File: src/hw/rtl/skt_pkg.sv
package skt_pkg;

  // Sizes
  localparam int unsigned NumJoints    = 9;
  localparam int unsigned Slots        = 9;
  localparam int unsigned FracBits     = 16;
  localparam int unsigned CordicSteps  = 24;
  localparam int unsigned CordicStages = CordicSteps / 2;
  localparam int unsigned CfgIdxW      = 3;
  localparam int unsigned CfgDataW     = 36;
  // angle reduction (2) + CORDIC stages + CORDIC rounding stage
  localparam int unsigned SideDepth    = 2 + CordicStages + 1;

  // Register indexes
  localparam logic [CfgIdxW-1:0] RegMode     = 3'd0;
  localparam logic [CfgIdxW-1:0] RegYOff     = 3'd1;
  localparam logic [CfgIdxW-1:0] RegZOff     = 3'd2;
  localparam logic [CfgIdxW-1:0] RegToolOff  = 3'd3;
  localparam logic [CfgIdxW-1:0] RegAxisMap  = 3'd4;

  localparam logic [35:0] AxisMapReset = 36'h876543210;

  // Request kinds
  localparam logic KindForward = 1'b0;
  localparam logic KindInverse = 1'b1;

  // Angle reduction: degrees in 28 fraction bits
  localparam logic [16:0]        DegBias    = 17'd33120;  // 92 turns of 360
  localparam logic [13:0]        RecipK     = 14'd11650;  // floor(2^22 / 360)
  localparam logic signed [37:0] FullTurn   = 38'sd96636764160;
  localparam logic signed [37:0] HalfTurn   = 38'sd48318382080;
  localparam logic signed [37:0] QuarterTurn = 38'sd24159191040;
  localparam logic signed [33:0] CordicGain = 34'sd652032874;

  typedef struct packed {
    logic               kind;
    logic signed [31:0] value_in_0;
    logic signed [31:0] value_in_1;
    logic signed [31:0] value_in_2;
    logic signed [31:0] value_in_3;
    logic signed [31:0] value_in_4;
    logic signed [31:0] value_in_5;
    logic signed [31:0] value_in_6;
    logic signed [31:0] value_in_7;
    logic signed [31:0] value_in_8;
  } in_item_t;

  typedef struct packed {
    logic signed [31:0] value_out_0;
    logic signed [31:0] value_out_1;
    logic signed [31:0] value_out_2;
    logic signed [31:0] value_out_3;
    logic signed [31:0] value_out_4;
    logic signed [31:0] value_out_5;
    logic signed [31:0] value_out_6;
    logic signed [31:0] value_out_7;
    logic signed [31:0] value_out_8;
  } out_item_t;

  // Data that travels beside the angle path
  typedef struct packed {
    logic                  kind;
    logic                  mode;
    logic [Slots-1:0][31:0] vals;  // raw values (trunnion) or routed values
  } side_t;

  typedef struct packed {
    logic signed [33:0] x;
    logic signed [33:0] y;
    logic signed [37:0] z;
  } cordic_vec_t;

  // atan(2^-i) in degrees, 28 fraction bits
  function automatic logic signed [37:0] atan_deg(input logic [4:0] i);
    logic signed [37:0] a;
    case (i)
      5'd0:    a = 38'sd12079595520;
      5'd1:    a = 38'sd7131001626;
      5'd2:    a = 38'sd3767825416;
      5'd3:    a = 38'sd1912607013;
      5'd4:    a = 38'sd960014949;
      5'd5:    a = 38'sd480475470;
      5'd6:    a = 38'sd240296363;
      5'd7:    a = 38'sd120155514;
      5'd8:    a = 38'sd60078674;
      5'd9:    a = 38'sd30039451;
      5'd10:   a = 38'sd15019740;
      5'd11:   a = 38'sd7509872;
      5'd12:   a = 38'sd3754936;
      5'd13:   a = 38'sd1877468;
      5'd14:   a = 38'sd938734;
      5'd15:   a = 38'sd469367;
      5'd16:   a = 38'sd234684;
      5'd17:   a = 38'sd117342;
      5'd18:   a = 38'sd58671;
      5'd19:   a = 38'sd29335;
      5'd20:   a = 38'sd14668;
      5'd21:   a = 38'sd7334;
      5'd22:   a = 38'sd3667;
      5'd23:   a = 38'sd1833;
      default: a = 38'sd0;
    endcase
    return a;
  endfunction

  // One CORDIC rotation step
  function automatic cordic_vec_t cordic_iter(input cordic_vec_t v, input logic [4:0] i);
    cordic_vec_t        r;
    logic signed [33:0] dx;
    logic signed [33:0] dy;
    dx = v.y >>> i;
    dy = v.x >>> i;
    if (!v.z[37]) begin
      r.x = v.x - dx;
      r.y = v.y + dy;
      r.z = v.z - atan_deg(i);
    end else begin
      r.x = v.x + dx;
      r.y = v.y - dy;
      r.z = v.z + atan_deg(i);
    end
    return r;
  endfunction

  // Product with a 2.28 factor, rounded half up (floor of p*q + 2^27 over 2^28)
  function automatic logic signed [37:0] mulq(input logic signed [33:0] p,
                                               input logic signed [31:0] q);
    logic signed [65:0] prod;
    prod = p * q;
    prod = prod + 66'sd134217728;
    return prod[65:28];
  endfunction

  // Clamp to the signed 32-bit range
  function automatic logic [31:0] sat32(input logic signed [41:0] v);
    logic [31:0] r;
    if (v > 42'sd2147483647) begin
      r = 32'h7FFF_FFFF;
    end else if (v < -42'sd2147483648) begin
      r = 32'h8000_0000;
    end else begin
      r = v[31:0];
    end
    return r;
  endfunction

endpackage

File: src/hw/rtl/skt_angle.sv
// Reduces a Q15.16 angle modulo 360 and folds it into [-90, 90] degrees.
module skt_angle (
  input  logic               clk_i,
  input  logic               en_i,
  input  logic signed [31:0] deg_i,
  output logic signed [37:0] z_o,
  output logic               flip_o
);

  logic [16:0] u_d, u_q;
  logic [7:0]  quo_d, quo_q;
  logic [15:0] frac_q;
  logic [17:0] ub;
  logic [30:0] prod;

  // Stage 1: bias to non-negative whole degrees, estimate quotient by 360
  always_comb begin
    ub    = 18'($signed(deg_i[31:skt_pkg::FracBits])) + 18'(skt_pkg::DegBias);
    u_d   = ub[16:0];
    prod  = 31'(u_d) * 31'(skt_pkg::RecipK);
    quo_d = prod[29:22];
  end

  always_ff @(posedge clk_i) begin
    if (en_i) begin
      u_q    <= u_d;
      quo_q  <= quo_d;
      frac_q <= deg_i[skt_pkg::FracBits-1:0];
    end
  end

  // Stage 2: remainder with one correction, then fold
  logic [16:0]        rem;
  logic signed [37:0] zu;
  logic signed [37:0] z_d, z_q;
  logic               flip_d, flip_q;

  always_comb begin
    rem = u_q - 17'(quo_q) * 17'd360;
    if (rem >= 17'd360) begin
      rem = rem - 17'd360;
    end
    zu = {1'b0, rem[8:0], frac_q, 12'b0};
    if (zu > skt_pkg::HalfTurn) begin
      zu = zu - skt_pkg::FullTurn;
    end
    flip_d = 1'b0;
    z_d    = zu;
    if (zu > skt_pkg::QuarterTurn) begin
      z_d    = zu - skt_pkg::HalfTurn;
      flip_d = 1'b1;
    end else if (zu < -skt_pkg::QuarterTurn) begin
      z_d    = zu + skt_pkg::HalfTurn;
      flip_d = 1'b1;
    end
  end

  always_ff @(posedge clk_i) begin
    if (en_i) begin
      z_q    <= z_d;
      flip_q <= flip_d;
    end
  end

  assign z_o    = z_q;
  assign flip_o = flip_q;

endmodule

File: config.mk
export PLATFORM = sky130hd
export DESIGN_NAME = skt_angle
export DESIGN_NICKNAME = d
export VERILOG_FILES = /design/src/hw/rtl/skt_pkg.sv /design/src/hw/rtl/skt_angle.sv
export SDC_FILE = /design/constraint.sdc
export NUM_CORES = 1
export LEC_CHECK = 0
export BUFFER_PORTS_ARGS = -buffer_cell sky130_fd_sc_hd__buf_2
export CORE_UTILIZATION = 55
export CTS_CLUSTER_DIAMETER = 80
export DETAILED_ROUTE_END_ITERATION = 10
export GPL_ROUTABILITY_DRIVEN = 0
export PLACE_DENSITY_LB_ADDON = 0.1
export SYNTH_ARGS = -nofsm -noshare
export SYNTH_HDL_FRONTEND = slang
export SYNTH_SLANG_ARGS = --single-unit
File: constraint.sdc
create_clock -name clk_i -period 6.9 [get_ports clk_i]
set_input_delay 1.035 -clock clk_i [delete_from_list [all_inputs] [get_ports clk_i]]
set_output_delay 1.035 -clock clk_i [all_outputs]
set_load 0.005 [all_outputs]
# Word-level counts from Yosys, hierarchy flattened
# Cells that the tools add are included.
# W data, S select, Z words.
[op_classes] n_addsub=6 mul=2 n_lt_le_gt_ge=4 muxes=5
[op_table] operator="$mux W38" n=3
[op_table] operator="$add A38 B37 Y38 const B" n=1
[op_table] operator="$gt A38 B36 Y1 const B" n=1
[op_table] operator="$lt A38 B36 Y1 const B" n=1
[op_table] operator="$sub A37 B37 Y38 const B" n=1
[op_table] operator="$sub A38 B37 Y38 const B" n=1
[op_table] operator="$gt A37 B36 Y1 const B" n=1
[op_table] operator="$mul A17 B13 Y29 const B" n=1
[op_table] operator="$add A16 B17 Y17 const B" n=1
[op_table] operator="$ge A17 B9 Y1 const B" n=1
[op_table] operator="$sub A17 B17 Y17" n=1
[op_table] operator="$mul A8 B6 Y14 const B" n=1
[op_table] operator="$mux W9" n=1
[op_table] operator="$sub A9 B9 Y9 const B" n=1
[op_table] operator="$mux W1" n=1
[word_totals] reg_bits=80

# Longest topological paths before layout
# Gate-level depths: netlist of run 1.
[depth] word_depth=9 depth_mapped=37 depth_no_buf=36

# Least setup slack after synthesis of run 1
# No wires, ideal clock.
[synth_timing] path_type="register -> register" startpoint="register quo_q[2]" endpoint="register z_q[33] (netlist: z_o[33]), data pin" setup_time_ps=258 arrival_time_ps=7340 required_time_ps=6642 slack_ps=-697 stages_incl_launch_ff=37 path_cell_list="edfxtp_1 > ha_1 > ha_1 > inv_1 > fa_1 > inv_1 > ha_1 > fa_1 > a21o_1 > a21oi_1 > o21bai_1 > a21oi_1 > o21bai_1 > a21oi_1 > xor2_1 > ha_1 > inv_1 > a2111oi_1 > o21ai_2 > a211oi_4 > buf_4 > xnor2_1 > inv_1 > ha_1 > a211oi_2 > a211o_2 > nand3_1 > nand2_1 > inv_1 > ha_1 > nand2_1 > nand2_1 > o21ai_0 > nor3_2 > o31a_1 > o41a_1 > xnor2_1"
[synth_via] elab_chain_len=9 word_cells_on_any_way=14 cone_classes="add/sub: 5; mul: 1; order compare: 4; mux: 4"
[synth_rtl] element="start, declared" line_no="skt_angle.sv:11" source="logic [7:0] quo_d, quo_q;"
[synth_rtl] element="start signal, assigned" line_no="skt_angle.sv:27" source="quo_q <= quo_d;"
[synth_rtl] element="$mul A8 B6 Y14 *" line_no="skt_angle.sv:39" source="rem = u_q - 17'(quo_q) * 17'd360;"
[synth_rtl] element="$sub A17 B17 Y17 *" line_no="skt_angle.sv:39"
[synth_rtl] element="$ge A17 B9 Y1 or $sub A9 B9 Y9 (tied branches)" line_no="skt_angle.sv:40, skt_angle.sv:41"
[synth_rtl] element="$mux W9 *" line_no="skt_angle.sv:40" source="if (rem >= 17'd360) begin"
[synth_rtl] element="$sub A37 B37 Y38 or $gt A37 B36 Y1 (tied branches)" line_no="skt_angle.sv:45, skt_angle.sv:44"
[synth_rtl] element="$mux W38 *" line_no="skt_angle.sv:44" source="if (zu > skt_pkg::HalfTurn) begin"
[synth_rtl] element="$add A38 B37 Y38 or $lt A38 B36 Y1 (tied branches)" line_no="skt_angle.sv:53, skt_angle.sv:52"
[synth_rtl] element="$mux W38" line_no="skt_angle.sv:52" source="end else if (zu < -skt_pkg::QuarterTurn) begin"
[synth_rtl] element="$mux W38 *" line_no="skt_angle.sv:49" source="if (zu > skt_pkg::QuarterTurn) begin"
[synth_rtl] element="net z_d[33]" line_no="skt_angle.sv:35" source="logic signed [37:0] z_d, z_q;"
[synth_rtl] element="end signal, assigned" line_no="skt_angle.sv:60" source="z_q <= z_d;"
[synth_rtl] element="end, declared" line_no="skt_angle.sv:35"
# The timed path passes the listed nets; every way through them passes the cells marked *.
# A chain may end at the register's enable or synchronous reset.

# Worst setup path in the final report of run 1
[layout_timing] startpoint="register quo_q[1]" endpoint="register z_q[33] (netlist: z_o[33]), data pin"
# The elaborated chain is that of the path after synthesis.

==> results.sh, run 1 <==
export IMPL_synth_area_leader_cell="edfxtp_1"
export IMPL_synth_async_reset_ratio=0
export IMPL_num_vias=6134
export IMPL_drtIter0Drc=330
export IMPL_overflow=0
export IMPL_cp_slowest_stage_delay_ns=0.49
export IMPL_violations="setup timing"
export IMPL_antenna_found_initial=0
export IMPL_drc=0
export IMPL_firstDrtPassIters=7
export IMPL_grt_first_pass_wirelength_um=29400
export IMPL_syn_to_final_growth_pct=24.8
export IMPL_clkSlewWorstSetupHoldPaths_ns=0.06
export IMPL_path_class="reg2reg"
export IMPL_drive_gt1_frac=0.286
export IMPL_path_max_fanout=4
export IMPL_die_h_um=121
export IMPL_postLayoutCellArea_um2=9790
export IMPL_die_area_um2=14700
export IMPL_cts_sinks=68
export IMPL_fin_skew_ns=0.00846
export IMPL_fin_ws_ns=-0.252
export IMPL_hold_path_class="reg2reg"
export IMPL_slew_headroom=0.450
export IMPL_ys_ff_latch=68
export IMPL_cap_violations=0
export IMPL_synthFlopType="edfxtp_1"
export IMPL_synth_distinct_cells=81
export IMPL_netlist_instances=749
export IMPL_viasPerCell=5.67
export IMPL_yosysWarnings=0
export IMPL_cp_slowest_cell="fa_1"
export IMPL_worstSkewPairLatency_ns=0.34
export IMPL_die_w_um=121
export IMPL_fin_crit_ns=7.15
export IMPL_synth_common_cells="ha_1, inv_1, edfxtp_1, fa_1, nor2_1"
export IMPL_critPathCaptureType="flip-flop"
export IMPL_cts_tree="yes"
export IMPL_grt_pass1_vias=6314
export IMPL_clockRootBuffer="clkbuf_16"
export IMPL_synth_edf_count=68
export IMPL_dpl_cell_area_um2=8920
export IMPL_crit_path_frequent_cell="ha_4"
export IMPL_fmax_ghz=0.140
export IMPL_synth_most_common_cell="ha_1"
export IMPL_synth_area_leaders="edfxtp_1, ha_1, fa_1, inv_1, xnor2_1"
export IMPL_arrival_ns=7.23
export IMPL_grt_setup_unrepaired="yes"
export IMPL_hold_viol_final=0
export IMPL_cp_required_ns=6.98
export IMPL_start_util=0.565
export IMPL_tns_ns=-1.56
export IMPL_yosysTopAreaCellShare=0.260
export IMPL_netlist_area_um2=7840
export IMPL_period_share=1.04
export IMPL_io_pins=73
export IMPL_avgSynthCellArea_um2=10.5
export IMPL_core_um2=13900
export IMPL_numPortBuffers=60
export IMPL_wirelength_um=18200
export IMPL_antenna_left=0
export IMPL_seq_area_frac_synth=0.260
export IMPL_grt_max_degree=69
export IMPL_worstMarginPinSlew_ns=0.804
export IMPL_ctsHtreeMaxLevel=3
export IMPL_status="complete, but fails checks"
export IMPL_drv_slew=0
export IMPL_wire_per_inst_um=16.8
export IMPL_std_cell_rows=43
export IMPL_finalSetupViolCount=9
export IMPL_numCtsBuffers=9
export IMPL_n_antenna_cell=0
export IMPL_regToRegSetupSlack_ns=-0.25
export IMPL_dpl_hpwl_um=14100
export IMPL_max_clock_path_buffers=2
export IMPL_num_nets_final=1121
export IMPL_cp_start_kind="flip-flop"
export IMPL_gr_usage_all_layers=0.257
export IMPL_fin_util=0.705
[what timing repair did]
item,4_1_cts,5_1_grt
hold buffers,0,0
setup endpoints to repair,9,9
pin swaps,50,24
gates cloned,0,0
resized for setup,31,26
setup buffers,20,6
[cells in the final DEF, fill, tap and decap left out, types with 15 or more instances in the layout]
cell      count
ha_1        113
o21ai_0      26
ha_4         17
buf_4        83
a21oi_1      28
xnor2_1      26
fa_1         58
nand2_1      21
nor2_1       44
nor3_1       15
xor2_1       17
edfxtp_1     68
inv_1        92
buf_2        60
[worst max-delay path, delay by kind of cell, from the launching register on]
kind | cells | cell delay [ns]
DFF | 1 | 0.48
AOI/OAI and AO/OA | 13 | 2.38
and+or+nand+nor | 6 | 0.82
buffers and inverters | 7 | 0.64
xor gates and xnor gates | 4 | 0.62
adders and majority gates | 7 | 1.93
[metrics by stage]
stage	worst slack (ns)	cells	hold WS (ns)
global route	-0.593	1082	0.456
floorplan	-0.159	760	0.427
detailed placement	-0.381	1041	0.444
CTS	-0.173	1076	0.456
finish	-0.252	1082	0.452
global placement	-0.171	1041	0.430
[kinds of logic after synthesis]
| group | after synthesis | synth area share |
|---|---|---|
| AND/OR/NAND/NOR | 162 | 0.110 |
| adder cells (fa/ha/maj) | 189 | 0.358 |
| AO/OA/AOI/OAI | 156 | 0.143 |
| other | 1 | 0.000478 |
| XOR/XNOR | 46 | 0.0523 |
| buffers and inverters | 122 | 0.0689 |
| flip-flops | 68 | 0.260 |
| multiplexers | 5 | 0.00654 |
[final cells by class]
cell class	instances	area [um2]
Sequential cell	68	2040
Clock inverter	6	90.1
Clock buffer	9	225
Tap cell	180	225
Inverter	100	375
Timing Repair Buffer	149	1000
Multi-Input combinational cell	570	5830
Fill cell	1024	4090
[registers in the layout, summed over array words and instances (netlist names)]
register  cells
flip_o        1
frac_q       16
quo_q         8
u_q          17
z_o          26
[path summary, 6_finish.rpt]
kind | start | to | depth (start not counted)
max | quo_q[1] | z_o[33] | 37
max reg2reg | quo_q[1] | z_o[33] | 37
min | frac_q[10] | z_o[22] | 0
min reg2reg | frac_q[10] | z_o[22] | 0
[layer usage]
layer	track usage	wire length, um
met2	0.466	9530
met1	0.317	7590
met5	0	0
met4	0.0941	361
met3	0.0226	713
Power of run 1 is not shown: default switching activity piles up to over one toggle a cycle in this logic, so the estimate is an artifact.
==> run 2: changes to the inputs <==
--- a/config.mk
+++ b/config.mk
@@ -10,7 +10,10 @@
 export CTS_CLUSTER_DIAMETER = 80
 export DETAILED_ROUTE_END_ITERATION = 10
 export GPL_ROUTABILITY_DRIVEN = 0
+export GPL_TIMING_DRIVEN = 0
+export MAX_ROUTING_LAYER = met4
 export PLACE_DENSITY_LB_ADDON = 0.1
+export SLEW_MARGIN = 20
 export SYNTH_ARGS = -nofsm -noshare
 export SYNTH_HDL_FRONTEND = slang
 export SYNTH_SLANG_ARGS = --single-unit
==> results.sh, run 2 (synthesis results as in run 1) <==
export IMPL_wirelength_um=17500
export IMPL_drc=0
export IMPL_ctsHtreeMaxLevel=3
export IMPL_cp_start_kind="flip-flop"
export IMPL_syn_to_final_growth_pct=22.0
export IMPL_gr_usage_all_layers=0.252
export IMPL_cp_slowest_stage_delay_ns=0.54
export IMPL_worstSkewPairLatency_ns=0.33
export IMPL_cp_required_ns=6.98
export IMPL_status="complete, but fails checks"
export IMPL_num_nets_final=1097
export IMPL_fin_ws_ns=-0.654
export IMPL_drtIter0Drc=364
export IMPL_antenna_found_initial=0
export IMPL_numCtsBuffers=9
export IMPL_reg2reg_depth=37
export IMPL_grt_max_degree=69
export IMPL_hold_path_class="reg2reg"
export IMPL_wire_per_inst_um=16.6
export IMPL_finalSetupViolCount=9
export IMPL_placedCellCount=1000
export IMPL_crit_path_frequent_cell="ha_4"
export IMPL_n_antenna_cell=0
export IMPL_grt_pass1_vias=6218
export IMPL_whs_ns=0.446
export IMPL_cp_slowest_cell="fa_1"
export IMPL_core_um2=13900
export IMPL_final_common_cell="ha_1"
export IMPL_numPortBuffers=60
export IMPL_path_max_fanout=5
export IMPL_io_pins=73
export IMPL_cap_violations=0
export IMPL_largest_reg_flops=26
export IMPL_ctsHoldBuffers=0
export IMPL_rr_endpoint="z_o[33]"
export IMPL_die_w_um=121
export IMPL_arrival_ns=7.63
export IMPL_critPathLaunch="quo_q[2]"
export IMPL_grt_setup_unrepaired="yes"
export IMPL_endpoint="z_o[33]"
export IMPL_period_share=1.09
export IMPL_fin_cells=1059
export IMPL_slew_headroom=0.383
export IMPL_overflow=0
export IMPL_antenna_left=0
export IMPL_cts_sinks=68
export IMPL_final_cell_mix="ha_1, inv_1, edfxtp_1"
export IMPL_dpl_hpwl_um=13400
export IMPL_cts_tree="yes"
export IMPL_clkSlewWorstSetupHoldPaths_ns=0.06
export IMPL_pre_cts_slack_ns=-1.14
export IMPL_die_h_um=121
export IMPL_die_area_um2=14700
export IMPL_viasPerCell=5.71
export IMPL_grt_first_pass_wirelength_um=28400
export IMPL_regToRegSetupSlack_ns=-0.65
export IMPL_std_cell_rows=43
export IMPL_firstDrtPassIters=4
export IMPL_fin_crit_ns=7.55
export IMPL_path_class="reg2reg"
export IMPL_drv_slew=0
export IMPL_violations="setup timing"
export IMPL_fin_skew_ns=0.00504
export IMPL_critPathCaptureType="flip-flop"
export IMPL_start_util=0.565
export IMPL_r2r_start="quo_q[2]"
export IMPL_fmax_ghz=0.132
export IMPL_hold_viol_final=0
export IMPL_num_vias=6048
export IMPL_clockRootBuffer="clkbuf_16"
export IMPL_drive_gt1_frac=0.264
export IMPL_worstMarginPinSlew_ns=0.902
export IMPL_max_clock_path_buffers=2
==> run 2: cell types whose count changed in the layout (fill, tap and decap cells not counted), sizes merged <==
cell and change:
buf -24, inv +2, clkinv -1
==> run 2: per-stage QoR <==
stage          setup TNS (ns)   util  area [um2]
3_5_place_dp            -8.76  0.621        8620
6_report                -5.14  0.689        9560
3_3_place_gp            -6.96  0.621        8620
5_1_grt                 -7.36  0.689        9560
4_1_cts                 -4.20  0.666        9250
2_1_floorplan          -0.413      -        8090
==> run 2: what timing repair did <==
| action | CTS | global route |
|---|---|---|
| pin swaps | 42 | 46 |
| resized for setup | 21 | 34 |
| setup buffers | 28 | 15 |
| endpoints found under the setup margin | 9 | 9 |
==> run 2: final cells by class <==
type / instances / area [um2]
plain buffers: 22 / 169
fillers: 1041 / 4320
clock buffers: 9 / 225
multi-input cells: 570 / 5790
inverters: 100 / 378
flip-flops and latches: 68 / 2040
well taps: 180 / 225
clock inverters: 7 / 98.8
repair buffers: 103 / 637
==> run 2: routing by layer <==
| metal | global-route usage | vias to the layer above | share of wire |
|---|---|---|---|
| met4 | 0.0941 | 0 | 0.029 |
| met1 | 0.298 | 2904 | 0.42 |
| li1 | - | 2920 | - |
| met5 | - | - | 0 |
| met3 | 0.0324 | 47 | 0.036 |
| met2 | 0.436 | 177 | 0.52 |
==> run 2: worst min-delay path by stage <==
stage	start	endpoint	slack, ns	cells past startpoint
5_1_grt	frac_q[6]	z_o[18]	0.46	0
6_report	frac_q[6]	z_o[18]	0.45	0
3_3_place_gp	frac_q[6]	z_o[18]	0.43	0
3_5_place_dp	frac_q[6]	z_o[18]	0.43	0
2_1_floorplan	frac_q[5]	z_o[17]	0.43	0
4_1_cts	frac_q[6]	z_o[18]	0.45	0
==> run 2: critical path, delay by kind of cell (launching register included) <==
family	cells	cell delay (ns)
xor+xnor	3	0.42
compound gates	12	2.67
fa+ha+maj	7	2.23
simple gates	6	0.48
flops	1	0.49
buf+inv	8	0.79
mux	1	0.18
Power of run 2 is left out for the same reason.
==> run 3: changes to the inputs <==
--- a/config.mk
+++ b/config.mk
@@ -6,7 +6,9 @@
 export NUM_CORES = 1
 export LEC_CHECK = 0
 export BUFFER_PORTS_ARGS = -buffer_cell sky130_fd_sc_hd__buf_2
-export CORE_UTILIZATION = 55
+export CELL_PAD_IN_SITES_DETAIL_PLACEMENT = 0
+export CELL_PAD_IN_SITES_GLOBAL_PLACEMENT = 1
+export CORE_UTILIZATION = 44
 export CTS_CLUSTER_DIAMETER = 80
 export DETAILED_ROUTE_END_ITERATION = 10
 export GPL_ROUTABILITY_DRIVEN = 0
==> results.sh, run 3 (synthesis results as in run 1) <==
export IMPL_drv_slew=0
export IMPL_grt_first_pass_wirelength_um=28200
export IMPL_cp_slowest_stage_delay_ns=0.49
export IMPL_grt_setup_unrepaired="yes"
export IMPL_status="complete, but fails checks"
export IMPL_antenna_left=0
export IMPL_drive_gt1_frac=0.246
export IMPL_start_util=0.452
export IMPL_cts_tree="yes"
export IMPL_r2r_start="quo_q[2]"
export IMPL_cts_sinks=68
export IMPL_final_common_cell="ha_1"
export IMPL_wirelength_um=17200
export IMPL_path_class="reg2reg"
export IMPL_final_cell_mix="ha_1, inv_1, edfxtp_1"
export IMPL_arrival_ns=7.37
export IMPL_fin_skew_ns=0.00423
export IMPL_hold_path_cell_count=0
export IMPL_max_clock_path_buffers=2
export IMPL_drtIter0Drc=228
export IMPL_grt_max_degree=69
export IMPL_io_pins=73
export IMPL_dpl_hpwl_um=13900
export IMPL_n_antenna_cell=0
export IMPL_die_h_um=135
export IMPL_viasPerCell=5.31
export IMPL_met2_usage=0.350
export IMPL_gr_usage_all_layers=0.202
export IMPL_cp_start_kind="flip-flop"
export IMPL_fmax_ghz=0.137
export IMPL_cp_slowest_cell="fa_1"
export IMPL_hold_path_class="reg2reg"
export IMPL_crit_path_frequent_cell="ha_4"
export IMPL_grt_pass1_vias=5974
export IMPL_std_cell_rows=48
export IMPL_grt_use_met1=0.245
export IMPL_ctsHtreeMaxLevel=3
export IMPL_rr_endpoint="z_o[33]"
export IMPL_largest_reg_flops=26
export IMPL_num_vias=5832
export IMPL_drc=0
export IMPL_endpoint="z_o[33]"
export IMPL_violations="setup timing"
export IMPL_reg2reg_depth=37
export IMPL_fin_ws_ns=-0.402
export IMPL_tns_ns=-3.06
export IMPL_critPathCaptureType="flip-flop"
export IMPL_die_w_um=135
export IMPL_die_area_um2=18400
export IMPL_hold_viol_final=0
export IMPL_wire_per_inst_um=15.7
export IMPL_regToRegSetupSlack_ns=-0.40
export IMPL_overflow=0
export IMPL_clkSlewWorstSetupHoldPaths_ns=0.05
export IMPL_syn_to_final_growth_pct=20.8
export IMPL_clockRootBuffer="clkbuf_16"
export IMPL_antenna_found_initial=0
export IMPL_numPortBuffers=60
export IMPL_grt_busiest_layer="met2"
export IMPL_core_um2=17400
export IMPL_path_max_fanout=4
export IMPL_period_share=1.06
export IMPL_grt_util_met3=0.0224
export IMPL_firstDrtPassIters=4
export IMPL_worstMarginPinSlew_ns=0.976
export IMPL_critPathLaunch="quo_q[2]"
export IMPL_dpl_cell_area_um2=8670
export IMPL_finalSetupViolCount=9
export IMPL_fin_crit_ns=7.30
export IMPL_numCtsBuffers=9
export IMPL_cp_required_ns=6.97
export IMPL_num_nets_final=1091
export IMPL_slew_headroom=0.332
export IMPL_pre_cts_slack_ns=-1.17
export IMPL_worstSkewPairLatency_ns=0.32
export IMPL_cap_violations=0
export IMPL_postLayoutCellArea_um2=9470
-- run 3: repair_timing --
item,4_1_cts,5_1_grt
endpoints found under the setup margin,9,9
buffers inserted,29,9
pin swaps,46,14
hold buffers,0,0
resized for setup,32,14
-- run 3: through the flow --
stage | utilization | hold WS (ns) | std cells
CTS | 0.538 | 0.449 | 1090
finish | 0.546 | 0.448 | 1098
global placement | 0.500 | 0.428 | 1045
detailed placement | 0.500 | 0.436 | 1045
global route | 0.546 | 0.462 | 1098
floorplan | - | 0.427 | 760
-- run 3: worst min path at each step --
stage          slack, ns       from       to
5_1_grt             0.46  frac_q[5]  z_o[17]
6_report            0.45  frac_q[7]  z_o[19]
3_5_place_dp        0.44  frac_q[7]  z_o[19]
3_3_place_gp        0.43  frac_q[6]  z_o[18]
2_1_floorplan       0.43  frac_q[5]  z_o[17]
4_1_cts             0.45  frac_q[7]  z_o[19]
-- run 3: critical path, delay by kind of cell (launching register included) --
kind | cells | cell delay [ns]
and+or+nand+nor | 4 | 0.44
buffers and inverters | 5 | 0.38
AOI/OAI and AO/OA | 17 | 3.03
muxes | 1 | 0.19
DFF | 1 | 0.45
adders and majority gates | 8 | 2.18
xor gates and xnor gates | 2 | 0.35
-- run 3: cell type report --
type                       count  area, um2
tap                          225        282
multi-input combinational    570       5730
buffer                        21        158
sequential                    68       2040
fill                        1578       7890
clock buffer                  10        229
clock inverter                 6       55.1
timing repair buffer          98        603
inverter                     100        375
-- run 3: metal layers --
metal | vias up | wire length [um]
met4 | 0 | 299
met5 | - | 0
li1 | 2902 | -
met3 | 16 | 530
met1 | 2808 | 7710
met2 | 106 | 8670
Power of run 3 is left out for the same reason.
